==> src/sv/deq_pkg.sv <==
// operation codes, status codes and sequencer states for the double-ended queue
`default_nettype none
package deq_pkg;

	localparam logic [2:0] KIND_PUSH_FRONT = 3'd0;
	localparam logic [2:0] KIND_PUSH_REAR  = 3'd1;
	localparam logic [2:0] KIND_POP_FRONT  = 3'd2;
	localparam logic [2:0] KIND_POP_REAR   = 3'd3;
	localparam logic [2:0] KIND_DUMP       = 3'd4;

	localparam logic [1:0] STATUS_OK    = 2'd0;
	localparam logic [1:0] STATUS_EMPTY = 2'd1;
	localparam logic [1:0] STATUS_FULL  = 2'd2;

	typedef enum logic [1:0] {
		SEQ_IDLE,
		SEQ_POP,
		SEQ_DUMP
	} seq_state_t;

endpackage
`default_nettype wire

==> src/sv/deq_ram.sv <==
// generic single-port-write, single-port-read ram with registered read data
`default_nettype none
module deq_ram #(
	parameter int WIDTH = 32,
	parameter int DEPTH = 16
) (
	input  wire logic                     clk,
	input  wire logic                     we,
	input  wire logic [$clog2(DEPTH)-1:0] waddr,
	input  wire logic [WIDTH-1:0]         wdata,
	input  wire logic [$clog2(DEPTH)-1:0] raddr,
	output logic      [WIDTH-1:0]         rdata
);

	logic [WIDTH-1:0] mem [DEPTH];

	always_ff @(posedge clk) begin
		if (we) begin
			mem[waddr] <= wdata;
		end
		rdata <= mem[raddr];
	end

endmodule
`default_nettype wire

==> src/sv/double_ended_queue_top.sv <==
// double-ended queue of signed words kept in a ring ram
//
// channel   direction  beat marked by        payload
// command   in         start && !busy        kind, push_value
// result    out        out_valid (1 cycle)   out_value, status, last_of_run
//
// push, failed pop, empty dump: busy stays low, result registered in the cycle after the beat
// pop: result passes through the registered ram read and the SEQ_POP state, busy high for one cycle
// dump of n words: one result per cycle once the first word is read, busy high meanwhile
// reset clears head, count and sequencer; ram contents stay undefined until pushed
// results cannot be stalled; out_valid lasts exactly one cycle per result
`default_nettype none
module double_ended_queue_top #(
	parameter int DEPTH = 16
) (
	input  wire logic               clk,
	input  wire logic               arst_n,
	input  wire logic               start,
	output logic                    busy,
	input  wire logic        [2:0]  kind,
	input  wire logic signed [31:0] push_value,
	output logic                    out_valid,
	output logic signed      [31:0] out_value,
	output logic             [1:0]  status,
	output logic                    last_of_run
);

	localparam int AW = $clog2(DEPTH);
	localparam int CW = $clog2(DEPTH + 1);
	localparam int SW = CW + 1;

	deq_pkg::seq_state_t state_q, state_d;

	logic [AW-1:0] head_q;
	logic [CW-1:0] count_q;
	logic [AW-1:0] ptr_q;
	logic [CW-1:0] remain_q;

	logic          accept;
	logic          is_full;
	logic          is_empty;
	logic [AW-1:0] head_dec;
	logic [AW-1:0] head_inc;
	logic [AW-1:0] rear_slot;
	logic [AW-1:0] last_slot;
	logic [AW-1:0] ptr_inc;

	logic          ram_we;
	logic [AW-1:0] ram_waddr;
	logic [AW-1:0] ram_raddr;
	logic [31:0]   ram_rdata;

	function automatic logic [AW-1:0] wrap_add(logic [AW-1:0] base, logic [CW-1:0] off);
		logic [SW-1:0] s;
		s = SW'(base) + SW'(off);
		if (s >= SW'(DEPTH)) begin
			s = s - SW'(DEPTH);
		end
		return s[AW-1:0];
	endfunction

	assign accept    = start && !busy;
	assign is_full   = (count_q == CW'(DEPTH));
	assign is_empty  = (count_q == '0);
	assign head_dec  = (head_q == '0) ? AW'(DEPTH - 1) : head_q - 1'b1;
	assign head_inc  = wrap_add(head_q, CW'(1));
	assign rear_slot = wrap_add(head_q, count_q);
	assign last_slot = wrap_add(head_q, count_q - 1'b1);
	assign ptr_inc   = wrap_add(ptr_q, CW'(1));

	// next state
	always_comb begin
		state_d = state_q;
		unique case (state_q)
			deq_pkg::SEQ_IDLE: begin
				if (accept && !is_empty) begin
					case (kind) inside
						deq_pkg::KIND_POP_FRONT, deq_pkg::KIND_POP_REAR: state_d = deq_pkg::SEQ_POP;
						deq_pkg::KIND_DUMP: state_d = deq_pkg::SEQ_DUMP;
						default: state_d = deq_pkg::SEQ_IDLE;
					endcase
				end
			end
			deq_pkg::SEQ_POP: begin
				state_d = deq_pkg::SEQ_IDLE;
			end
			deq_pkg::SEQ_DUMP: begin
				if (remain_q == CW'(1)) begin
					state_d = deq_pkg::SEQ_IDLE;
				end
			end
			default: state_d = deq_pkg::SEQ_IDLE;
		endcase
	end

	// control outputs
	always_comb begin
		busy      = (state_q != deq_pkg::SEQ_IDLE);
		ram_we    = 1'b0;
		ram_waddr = rear_slot;
		ram_raddr = head_q;
		unique case (state_q)
			deq_pkg::SEQ_IDLE: begin
				if (kind == deq_pkg::KIND_PUSH_FRONT) begin
					ram_waddr = head_dec;
				end
				if (kind == deq_pkg::KIND_POP_REAR) begin
					ram_raddr = last_slot;
				end
				if (accept && !is_full &&
				    (kind == deq_pkg::KIND_PUSH_FRONT || kind == deq_pkg::KIND_PUSH_REAR)) begin
					ram_we = 1'b1;
				end
			end
			deq_pkg::SEQ_DUMP: begin
				ram_raddr = ptr_q;
			end
			default: begin
				ram_raddr = head_q;
			end
		endcase
	end

	deq_ram #(
		.WIDTH (32),
		.DEPTH (DEPTH)
	) u_ring (
		.clk   (clk),
		.we    (ram_we),
		.waddr (ram_waddr),
		.wdata (push_value),
		.raddr (ram_raddr),
		.rdata (ram_rdata)
	);

	always_ff @(posedge clk or negedge arst_n) begin
		if (!arst_n) begin
			state_q   <= deq_pkg::SEQ_IDLE;
			head_q    <= '0;
			count_q   <= '0;
			ptr_q     <= '0;
			remain_q  <= '0;
			out_valid <= 1'b0;
		end else begin
			state_q   <= state_d;
			out_valid <= 1'b0;
			if (state_q == deq_pkg::SEQ_IDLE && accept) begin
				case (kind) inside
					deq_pkg::KIND_PUSH_FRONT, deq_pkg::KIND_PUSH_REAR: begin
						out_valid <= 1'b1;
						if (!is_full) begin
							count_q <= count_q + 1'b1;
							if (kind == deq_pkg::KIND_PUSH_FRONT) begin
								head_q <= head_dec;
							end
						end
					end
					deq_pkg::KIND_POP_FRONT, deq_pkg::KIND_POP_REAR: begin
						if (is_empty) begin
							out_valid <= 1'b1;
						end else begin
							count_q <= count_q - 1'b1;
							if (kind == deq_pkg::KIND_POP_FRONT) begin
								head_q <= head_inc;
							end
						end
					end
					deq_pkg::KIND_DUMP: begin
						if (is_empty) begin
							out_valid <= 1'b1;
						end
						ptr_q    <= head_inc;
						remain_q <= count_q;
					end
					default: begin
						out_valid <= 1'b0;
					end
				endcase
			end else if (state_q == deq_pkg::SEQ_POP) begin
				out_valid <= 1'b1;
			end else if (state_q == deq_pkg::SEQ_DUMP) begin
				out_valid <= 1'b1;
				ptr_q     <= ptr_inc;
				remain_q  <= remain_q - 1'b1;
			end
		end
	end

	// result payload
	always_ff @(posedge clk) begin
		if (state_q == deq_pkg::SEQ_IDLE) begin
			out_value   <= '0;
			last_of_run <= 1'b1;
			if (kind == deq_pkg::KIND_PUSH_FRONT || kind == deq_pkg::KIND_PUSH_REAR) begin
				status <= is_full ? deq_pkg::STATUS_FULL : deq_pkg::STATUS_OK;
			end else begin
				status <= deq_pkg::STATUS_EMPTY;
			end
		end else begin
			out_value   <= ram_rdata;
			status      <= deq_pkg::STATUS_OK;
			last_of_run <= (state_q == deq_pkg::SEQ_POP) || (remain_q == CW'(1));
		end
	end

	a_count_bound: assert property (@(posedge clk) disable iff (!arst_n)
		count_q <= CW'(DEPTH))
		else $error("item count above depth");

	a_no_write_full: assert property (@(posedge clk) disable iff (!arst_n)
		ram_we |-> !is_full)
		else $error("ring write while full");

	a_dump_streams: assert property (@(posedge clk) disable iff (!arst_n)
		(state_q == deq_pkg::SEQ_DUMP) |=> out_valid)
		else $error("dump cycle without a result");

	a_last_idle: assert property (@(posedge clk) disable iff (!arst_n)
		(out_valid && last_of_run) |-> (state_q == deq_pkg::SEQ_IDLE))
		else $error("final result while sequencer still busy");

endmodule
`default_nettype wire
==> config.mk <==
export PLATFORM = sky130hd
export DESIGN_NAME = double_ended_queue_top
export DESIGN_NICKNAME = d
export VERILOG_FILES = /design/src/sv/deq_pkg.sv /design/src/sv/deq_ram.sv /design/src/sv/double_ended_queue_top.sv
export SDC_FILE = /design/constraint.sdc
export NUM_CORES = 1
export LEC_CHECK = 0
export BUFFER_PORTS_ARGS = -buffer_cell sky130_fd_sc_hd__buf_2
export CAP_MARGIN = 20
export CELL_PAD_IN_SITES_DETAIL_PLACEMENT = 1
export CELL_PAD_IN_SITES_GLOBAL_PLACEMENT = 1
export CORE_MARGIN = 4
export CORE_UTILIZATION = 40
export DETAILED_ROUTE_END_ITERATION = 10
export PLACE_DENSITY = 0.71
export SLEW_MARGIN = 30
export SYNTH_ARGS = -nofsm -noshare
export SYNTH_HDL_FRONTEND = slang
export SYNTH_SLANG_ARGS = --single-unit
==> constraint.sdc <==
create_clock -name clk -period 6.5 [get_ports clk]
set_input_delay 1.625 -clock clk [delete_from_list [all_inputs] [get_ports clk]]
set_output_delay 1.625 -clock clk [all_outputs]
set_load 0.02 [all_outputs]
### After elaboration in Yosys (flattened, before gate mapping)

Memories as Yosys holds them, arrays and structs flattened. A register that Yosys moved wholly into a read port is not among the register bits.
Cells that the tools add are included.

* register bits: 56
* memory bits (writable): 512
* bits of input ports: 38
* output and inout bits: 37
* logic and storage cells: 118
* memories kept: 1

Memories
* u_ring.mem: words 16, width 32, read ports 1, clocked after memory_dff 1, wr ports 1, RTL line deq_ram.sv:15 `logic [WIDTH-1:0] mem [DEPTH];`

* $add $sub $neg: 12
* $lt $le $gt $ge: 4
* equal/unequal tests: 17
* multiplexer cells: 49
* reduce and logical (&&, ||, !) cells: 25

Operators by type and width (number)
* 4-bit 2-to-1 mux: 20
* 5-bit 2-to-1 mux: 10
* 4-bit by 1-bit subtractor with 4-bit output, second input constant: 5
* 2-bit != test, second input constant: 7
* 4-bit by 5-bit adder with 6-bit output: 2
* 6-bit by 5-bit greater-or-equal comparator with 1-bit output, second input constant: 2
* 1-bit 2-to-1 mux: 12
* 4-bit by 1-bit adder with 5-bit output, second input constant: 2
* 5-bit greater-or-equal comparator, second input constant: 2
* 2-bit 2-to-1 mux: 5
* 5-bit by 1-bit subtractor with 5-bit output, second input constant: 2
* 4-bit one-hot mux with 2 select lines: 1
* 2-bit nonzero test: 4
* 3-bit by 2-bit equality test with 1-bit output, second input constant: 2
* 6-bit AND reduction: 1
* 5-bit by 1-bit adder with 5-bit output, second input constant: 1
* 5-bit by 1-bit equality test with 1-bit output, second input constant: 1
* 5-bit equality test, second input constant: 1
* 1-bit logical AND: 5
* 5-bit zero test: 1
* 5-bit AND reduction: 1
* 4-bit zero test: 1
* 2-bit by 1-bit != test with 1-bit output, second input constant: 2
* 2-bit one-hot mux with 2 select lines: 1
* 11 further kinds: 16

### Longest topological paths before layout

Gate-level depths: netlist of the first run.

* depth after elaboration: 9
* depth in mapped cells: 13
* depth with buffers taken out: 11

### Modules after synthesis

Synthesis of the first run repeated with hierarchy kept, for this count alone.

* cells, all modules: 1123
* area total of the unflattened synthesis: 22577.9 um^2

By module, submodules not included
* deq_ram: instances 1, cells each 838, area an instance 19835.3 um^2, seq. area each 16015.4 um^2
* double_ended_queue_top: instances 1, cells each 285, area an instance 2742.6 um^2, seq. area each 1226.2 um^2

### Least setup slack after synthesis of the first run

No wires, ideal clock.

* kind: input -> register
* start: in kind[2]
* end: mem u_ring.mem[4][0] (enable)
* library setup time: 421 ps
* data arrival time: 4144 ps
* required time: 6079 ps
* setup slack: 1935 ps
* cell stages on the path: 7
* buffers on the path: 2
* cells stage by stage: clkbuf_1 > nor2_1 > buf_1 > nand3_1 > a211oi_1 > nand2_1 > nor2_1

* longest elaborated chain between the ends: 7
* elaborated cells on any way between the ends: 10
* classes of those cells: eq/ne: 1; mux: 6; reduce/logical: 3

RTL lines
* from (decl): RTL line double_ended_queue_top.sv:20 `input wire logic [2:0] kind,`
* 3-bit by 1-bit equality test with 1-bit output / 3-bit zero test (equally long branches): RTL line double_ended_queue_top.sv:111, double_ended_queue_top.sv:104
* 1-bit logical OR: RTL line double_ended_queue_top.sv:111 `(kind == deq_pkg::KIND_PUSH_FRONT || kind == deq_pkg::KIND_PUSH_REAR)) begin`
* 1-bit logical AND: RTL line double_ended_queue_top.sv:110 `if (accept && !is_full &&`
* 1-bit 2-to-1 mux: RTL line double_ended_queue_top.sv:110
* 1-bit 2-to-1 mux: RTL line double_ended_queue_top.sv:102 `unique case (state_q)`
* 1-bit 2-to-1 mux: RTL line deq_ram.sv:18 `if (we) begin`
* 1-bit 2-to-1 mux (not written as such): RTL line deq_ram.sv:19 `mem[waddr] <= wdata;`
* to (decl): RTL line deq_ram.sv:15

Parallel ways exist; a longest one is shown, timed or not.

### Final worst setup path of the first run

* start: reg state_q[0]
* end: reg u_ring.rdata[0] (read register of u_ring.mem)

* longest elaborated chain between the ends: 2
* elaborated cells on any way between the ends: 3
* classes of those cells: eq/ne: 1; mux: 1; reduce/logical: 1

RTL lines
* from (decl): RTL line double_ended_queue_top.sv:32 `deq_pkg::seq_state_t state_q, state_d;`
* from (signal assigned): RTL line double_ended_queue_top.sv:138 `state_q <= deq_pkg::SEQ_IDLE;`
* from (signal assigned): RTL line double_ended_queue_top.sv:145 `state_q <= state_d;`
* 2-bit equality test / 2-bit zero test (equally long branches): RTL line double_ended_queue_top.sv:102
* 4-bit one-hot mux with 2 select lines (*): RTL line double_ended_queue_top.sv:102
* to (decl): RTL line deq_ram.sv:12 `output logic [WIDTH-1:0] rdata`

Mark *: on every way between the ends. The rest lies on a longest branch, timed or not.
A chain may end at the register's enable or synchronous reset.

==> impl_metrics.csv, run 1 <==
group,metric,value,unit
worst_hold_path,hp-start,"u_ring.rdata[2]$_DFF_P_",
die,die_y,249,um
cts,htree_num_levels,2,
layout,final_util,0.464,
logic_synthesis,synth_compound_area_frac,0.0506,
power_and_ir_drop,seqPwrFrac,0.338,
placed_design,postPlaceCellArea,0.0247,sq mm
setup_path,crit_chain,"inv_1 -> ha_2 -> buf_4 -> nor2_1 -> a22oi_1 -> and2_4 -> buf_12 -> buf_12 -> mux2i_1 -> a32oi_1 -> nand4_1 -> o21ai_1",
logic_synthesis,synth_xor_area_frac,0.00641,
timing,rsz0062_at_grt,"no",
die,dieArea,0.0619,sq mm
layout,layout.cells.non_filler,2589,
logic_synthesis,syn_avg_cell_area,13.8,sq um
logic_synthesis,synth_enable_flop_cells,512,
timing,worst-slew-pin-transition,0.948,ns
flow_run,cap_viol_max_count,0,
detailed_routing,drt_iter0_drc,1261,
cts,cts_resized,0,
logic_synthesis,synth_top_flop_cell,"edfxtp_1",
cts,cts_hold_buf,0,
die,ioPinCount,75,
power_and_ir_drop,cellLeakagePower,9.31,nW
power_and_ir_drop,power_frac_comb,0.427,
power_and_ir_drop,total_power,14.5,mW
power_and_ir_drop,p_int,8.55,mW
layout,area_growth,15.2,%
power_and_ir_drop,pwr-share-clk,0.235,
logic_synthesis,yosys_warnings,0,
placed_design,dpl.hpwl,37100,um
setup_path,r2r-start,"state_q[0]$_DFFE_PN0P_",
grt,antenna_found_initial,3,
cts,cts_setup_buffers,0,
cts,clock_tree.root_cell,"clkbuf_16",
setup_path,critPathCaptureType,"register",
power_and_ir_drop,switching_share,0.409,
placed_design,place_inst,2470,
logic_synthesis,synth_area_leaders,"edfxtp_1 (66%), nand2_1 (6.8%), dfxtp_1 (5.8%), nand3_1 (3.6%), mux2i_1 (2.8%)",
grt,grt_pass1_wl,93600,um
cts,clockBufferDepth,3,
layout,multiInputGateArea,0.00552,sq mm
layout,final_common_cell,"edfxtp_1",
power_and_ir_drop,powerDensity,541,mW/mm^2
cts,path_clk_slew,0.06,ns
logic_synthesis,yosysUniqueCellTypes,54,
grt,grtUsageTotal,0.195,
cts,clock_latency,0.63,ns
die,die_x,249,um
timing,timing.fmax,0.231,GHz
layout,final_layout_size_suffix_gt1_frac,0.134,
timing,fin_crit_sh,0.666,
grt,grt_pass1_vias,15316,
setup_path,critical_path_required,7.00,ns
cts,cts_tree,"done",
setup_path,crit_top_cell,"buf_12",
logic_synthesis,synthCells,1686,
setup_path,crit_type,"register to register",
timing,setup_violations,0,
layout,stdcell_area,0.0267,sq mm
placed_design,dp_slack,1.73,ns
setup_path,crit_fanout,51,
logic_synthesis,synth_top_family_by_area,"simple AND/OR/NAND/NOR gates",
placed_design,gp_congestion,0.761,
layout,fillerInstances,5771,
detailed_routing,wl_per_cell,23.8,um
setup_path,arrival,4.83,ns
detailed_routing,first_pass_iters,5,
logic_synthesis,synth_async_sr_flop_share,0.0350,
detailed_routing,vias,14156,
cts,cts_made_buffers,61,
timing,final-hold-violation-count,0,
power_and_ir_drop,switching_power,5.91,mW
timing,holdWs,0.438,ns
power_and_ir_drop,ir_worst_vdd,0.324,mV
die,core-area,0.0576,sq mm
worst_hold_path,hold_class,"register to register",
detailed_routing,antenna_left,0,
setup_path,critPathMaxStageDelay,0.62,ns
logic_synthesis,syn_nets,1743,
status,status,"complete, no violations",
logic_synthesis,synthAdderAreaFrac,0.0109,
grt,grt_overflow,0,
timing,min_period,4.33,ns
layout,final_cell_mix,"edfxtp_1 (512), nand2_1 (418), nand3_1 (168)",
layout,ff_latch_area,0.0172,sq mm
layout,finalNetCount,1827,
detailed_routing,routed_wirelength,61500,um
die,num_rows,88,
logic_synthesis,synth_seq_cells,600,
logic_synthesis,synth_top_area_cell,"edfxtp_1",
timing,timing.slew.headroom,0.366,
setup_path,crit_start,"state_q[0]$_DFFE_PN0P_",
logic_synthesis,synth_top_area_frac,0.662,
setup_path,worst_setup_path_start_kind,"register",
die,start_util,0.403,
timing,slew_viol_final,0,
cts,clock_sinks,600,
timing,skew,0.0184,ns
logic_synthesis,yosys.area_share.simple,0.134,
logic_synthesis,synthMuxAreaShare,0.0296,
logic_synthesis,syn_area,0.0232,sq mm
detailed_routing,drcViolationCount,0,
timing,tns,0,ns
grt,grt_max_degree,83,
logic_synthesis,synth-seq-area-share,0.743,
detailed_routing,vias_per_cell,5.47,
timing,fin_ws,2.17,ns
setup_path,slowest_stage,"and2_4",
placed_design,io_buffer_count,74,
==> flip-flops by register name (all words and copies together) (netlist names) <==
name          cells
out_valid         1
out_value        32
u_ring.mem      512
head_q            4
count_q           5
state_q           2
ptr_q             4
status            2
u_ring.rdata     32
last_of_run       1
remain_q          5
==> kinds of logic (layout without fill, tap and decap cells) <==
family / count (synthesis) / in the layout
AND/OR/NAND/NOR: 705 / 705
adder cells (fa/ha/maj): 19 / 19
buffers and inverters: 112 / 249
other: 0 / 1
flip-flops: 600 / 600
XOR/XNOR: 17 / 17
multiplexers: 68 / 68
AO/OA/AOI/OAI: 165 / 165
==> power groups by stage <==
stage	Sequential, mW	Combinational (mW)	Clock [mW]
after floorplan	4.97	4.01	0
after global placement	4.95	5.85	0
after detailed placement	4.95	6.15	0
after CTS	4.88	6.21	3.47
after global routing	4.92	6.80	3.63
final	4.88	6.18	3.40
==> metal layers <==
| layer | vias to the layer above | share of wire | global-route usage |
|---|---|---|---|
| met5 | - | 0 | 0 |
| li1 | 6371 | - | - |
| met3 | 91 | 0.050 | 0.0306 |
| met1 | 7326 | 0.42 | 0.251 |
| met4 | 0 | 0.025 | 0.0587 |
| met2 | 368 | 0.51 | 0.341 |
==> cell type report <==
class | instances | share of cell area
inverter | 13 | 0.00183
tap | 765 | 0.0358
sequential | 600 | 0.645
timing repair buffer | 120 | 0.0381
antenna | 1 | 0.0000936
multi-input combinational | 974 | 0.206
clock buffer | 80 | 0.0621
clock inverter | 36 | 0.0107
==> cell usage after synthesis, drive strengths merged (3+ instances only) <==
library cell	instances
nand4	33
a211oi	3
a21o	4
nor4	3
edfxtp	512
xor2	7
nand2	419
dfxtp	67
a31oi	3
clkbuf	23
mux2	3
xnor2	10
mux2i	65
nand3b	3
dfrtp	21
nor2	33
o21a	3
o31ai	6
inv	12
and2	3
nand2b	3
ha	17
o21ai	48
a22oi	3
nor3	3
nand3	168
buf	76
nor2b	33
a32oi	65
a21oi	21
==> worst max-delay path, delay by kind of cell, from the launching register on <==
kind,cells,cell delay [ns]
muxes,1,0.36
adders and majority gates,1,0.58
buffers and inverters,4,1.12
DFF,1,0.40
and+or+nand+nor,3,0.99
AOI/OAI and AO/OA,3,0.69
==> worst paths after layout <==
kind	endpoint	slack (ns)	depth (start not counted)
max	u_ring.rdata[0]$_DFF_P_	2.17	12
min	out_value[2]$_SDFF_PP0_	0.44	1
max reg2reg	u_ring.rdata[0]$_DFF_P_	2.17	12
min reg2reg	out_value[2]$_SDFF_PP0_	0.44	1
max in group asynchronous	head_q[2]$_DFFE_PN0P_	5.16	1
min in group asynchronous	count_q[2]$_DFFE_PN0P_	0.97	1
Power figures use the tool's default switching activity.
==> run 2, diff against run 1 <==
- clock period: 6.5 -> 4.5 ns (I/O delays scaled with it)
==> impl_metrics.csv, run 2 (synthesis results as in run 1) <==
group,metric,value,unit
worst_hold_path,hp-start,"u_ring.rdata[31]$_DFF_P_",
power_and_ir_drop,total_power,21.0,mW
die,num_rows,88,
timing,tns,0,ns
layout,top_regs,"u_ring.mem (512), out_value (32), u_ring.rdata (32)",
layout,finalNetCount,1840,
layout,fillerInstances,5768,
setup_path,worst_setup_path_start_kind,"register",
detailed_routing,wl_met3,2500,um
timing,final-hold-violation-count,0,
cts,htree_num_levels,2,
detailed_routing,wl_met2,30700,um
detailed_routing,drcViolationCount,0,
cts,cts_made_buffers,60,
power_and_ir_drop,power_frac_comb,0.426,
cts,cts_hold_buf,0,
timing,rsz0062_at_grt,"no",
setup_path,r2r-start,"state_q[0]$_DFFE_PN0P_",
power_and_ir_drop,ir_worst_vdd,0.699,mV
detailed_routing,antenna_left,0,
power_and_ir_drop,switching_power,8.42,mW
setup_path,critical_path_required,4.82,ns
timing,skew,0.0180,ns
power_and_ir_drop,p_int,12.6,mW
placed_design,postPlaceCellArea,0.0249,sq mm
die,core-area,0.0576,sq mm
layout,final_common_cell,"edfxtp_1",
cts,clock_latency,0.63,ns
worst_hold_path,hold_depth,1,
grt,grt_pass1_vias,14947,
grt,grtUsageTotal,0.191,
detailed_routing,wl_per_cell,23.1,um
power_and_ir_drop,pwr-share-clk,0.240,
layout,final_cell_mix,"edfxtp_1 (512), nand2_1 (418), nand3_1 (168)",
power_and_ir_drop,cellLeakagePower,9.37,nW
timing,min_period,3.82,ns
flow_run,cap_viol_max_count,0,
timing,timing.fmax,0.261,GHz
power_and_ir_drop,seqPwrFrac,0.335,
status,status,"complete, no violations",
layout,stdcell_area,0.0269,sq mm
detailed_routing,drt_iter0_drc,1254,
grt,grt_overflow,0,
timing,fin_crit_sh,0.850,
cts,clock_sinks,600,
die,dieArea,0.0619,sq mm
die,start_util,0.403,
setup_path,crit_fanout,31,
cts,clock_tree.root_cell,"clkbuf_16",
setup_path,critPathCaptureType,"register",
grt,antenna_found_initial,4,
worst_hold_path,hold_class,"register to register",
timing,worst-slew-pin-transition,0.908,ns
placed_design,io_buffer_count,74,
detailed_routing,drt-met1-wl,25600,um
power_and_ir_drop,powerDensity,781,mW/mm^2
timing,slew_viol_final,0,
cts,cts_setup_buffers,0,
die,die_y,249,um
detailed_routing,vias_per_cell,5.43,
die,die_x,249,um
cts,path_clk_slew,0.06,ns
layout,area_growth,15.8,%
detailed_routing,top_layer_used,"met4",
cts,cts_tree,"done",
layout,largest_reg_flops,512,
power_and_ir_drop,switching_share,0.401,
placed_design,dpl.hpwl,35000,um
setup_path,arrival,4.14,ns
placed_design,place_inst,2486,
worst_hold_path,min_to,"out_value[31]$_SDFF_PP0_",
detailed_routing,vias,14129,
setup_path,ff2ff_setup_slack,0.68,ns
setup_path,r2r_cells,7,
layout,layout.cells.non_filler,2603,
setup_path,r2r_end,"u_ring.mem[13][29]$_DFFE_PP_",
die,ioPinCount,75,
cts,clockBufferDepth,3,
detailed_routing,routed_wirelength,60100,um
placed_design,gp_congestion,0.757,
cts,cts_resized,0,
setup_path,crit_type,"register to register",
timing,timing.slew.headroom,0.395,
grt,grt_max_degree,72,
detailed_routing,first_pass_iters,5,
timing,setup_violations,0,
layout,largest-register,"u_ring.mem",
grt,grt_pass1_wl,91900,um
layout,final_layout_size_suffix_gt1_frac,0.143,
run 2: worst max path at each step:
stage | from | endpoint | slack, ns | cells past startpoint
floorplan | kind[2] | u_ring.mem[4][0]$_DFFE_PP_ | 0.44 | 7
global placement | kind[1] | u_ring.mem[2][14]$_DFFE_PP_ | 0.81 | 9
detailed placement | state_q[1]$_DFFE_PN0P_ | u_ring.mem[13][29]$_DFFE_PP_ | 0.62 | 7
CTS | state_q[1]$_DFFE_PN0P_ | u_ring.mem[13][29]$_DFFE_PP_ | 0.59 | 7
global route | state_q[0]$_DFFE_PN0P_ | u_ring.mem[1][10]$_DFFE_PP_ | 0.36 | 7
finish | state_q[0]$_DFFE_PN0P_ | u_ring.mem[13][29]$_DFFE_PP_ | 0.68 | 7
run 2: area by class of cell:
cell class | count | area (sq um) | area share
Sequential cell | 600 | 17200 | 0.642
Multi-Input combinational cell | 974 | 5510 | 0.205
Clock buffer | 72 | 1620 | 0.0603
Timing Repair Buffer | 134 | 1110 | 0.0413
Tap cell | 765 | 957 | 0.0356
Clock inverter | 42 | 377 | 0.0140
Inverter | 13 | 48.8 | 0.00182
Antenna cell | 3 | 7.51 | 0.000279
run 2: stage by stage:
step / hold WS (ns) / setup WS, ns / util
2_1_floorplan: 0.414 / 0.435 / -
3_3_place_gp: 0.422 / 0.810 / 0.432
3_5_place_dp: 0.427 / 0.622 / 0.432
4_1_cts: 0.442 / 0.593 / 0.466
5_1_grt: 0.453 / 0.361 / 0.467
6_report: 0.439 / 0.676 / 0.467
run 2: critical path: stages, from the launching register on:
cell      delay (ns)
dfrtp_1         0.39
inv_1           0.09
ha_2            0.78
nand3b_1        0.61
a211oi_1        0.52
nand2_1         0.33
nor2_4          0.51
buf_12          0.26
run 2: power by group through the flow:
stage	Clock [mW]	Sequential, mW	Combinational [mW]
final	5.03	7.02	8.93
after global routing	5.35	7.08	9.83
after CTS	5.12	7.03	9.05
after detailed placement	0	7.13	8.95
after global placement	0	7.11	8.60
after floorplan	0	7.17	5.79
run 2: routing by layer:
layer,track usage,vias to the layer above
li1,-,6414
met1,0.251,7285
met2,0.333,342
met3,0.0276,88
met4,0.0529,0
met5,0,-
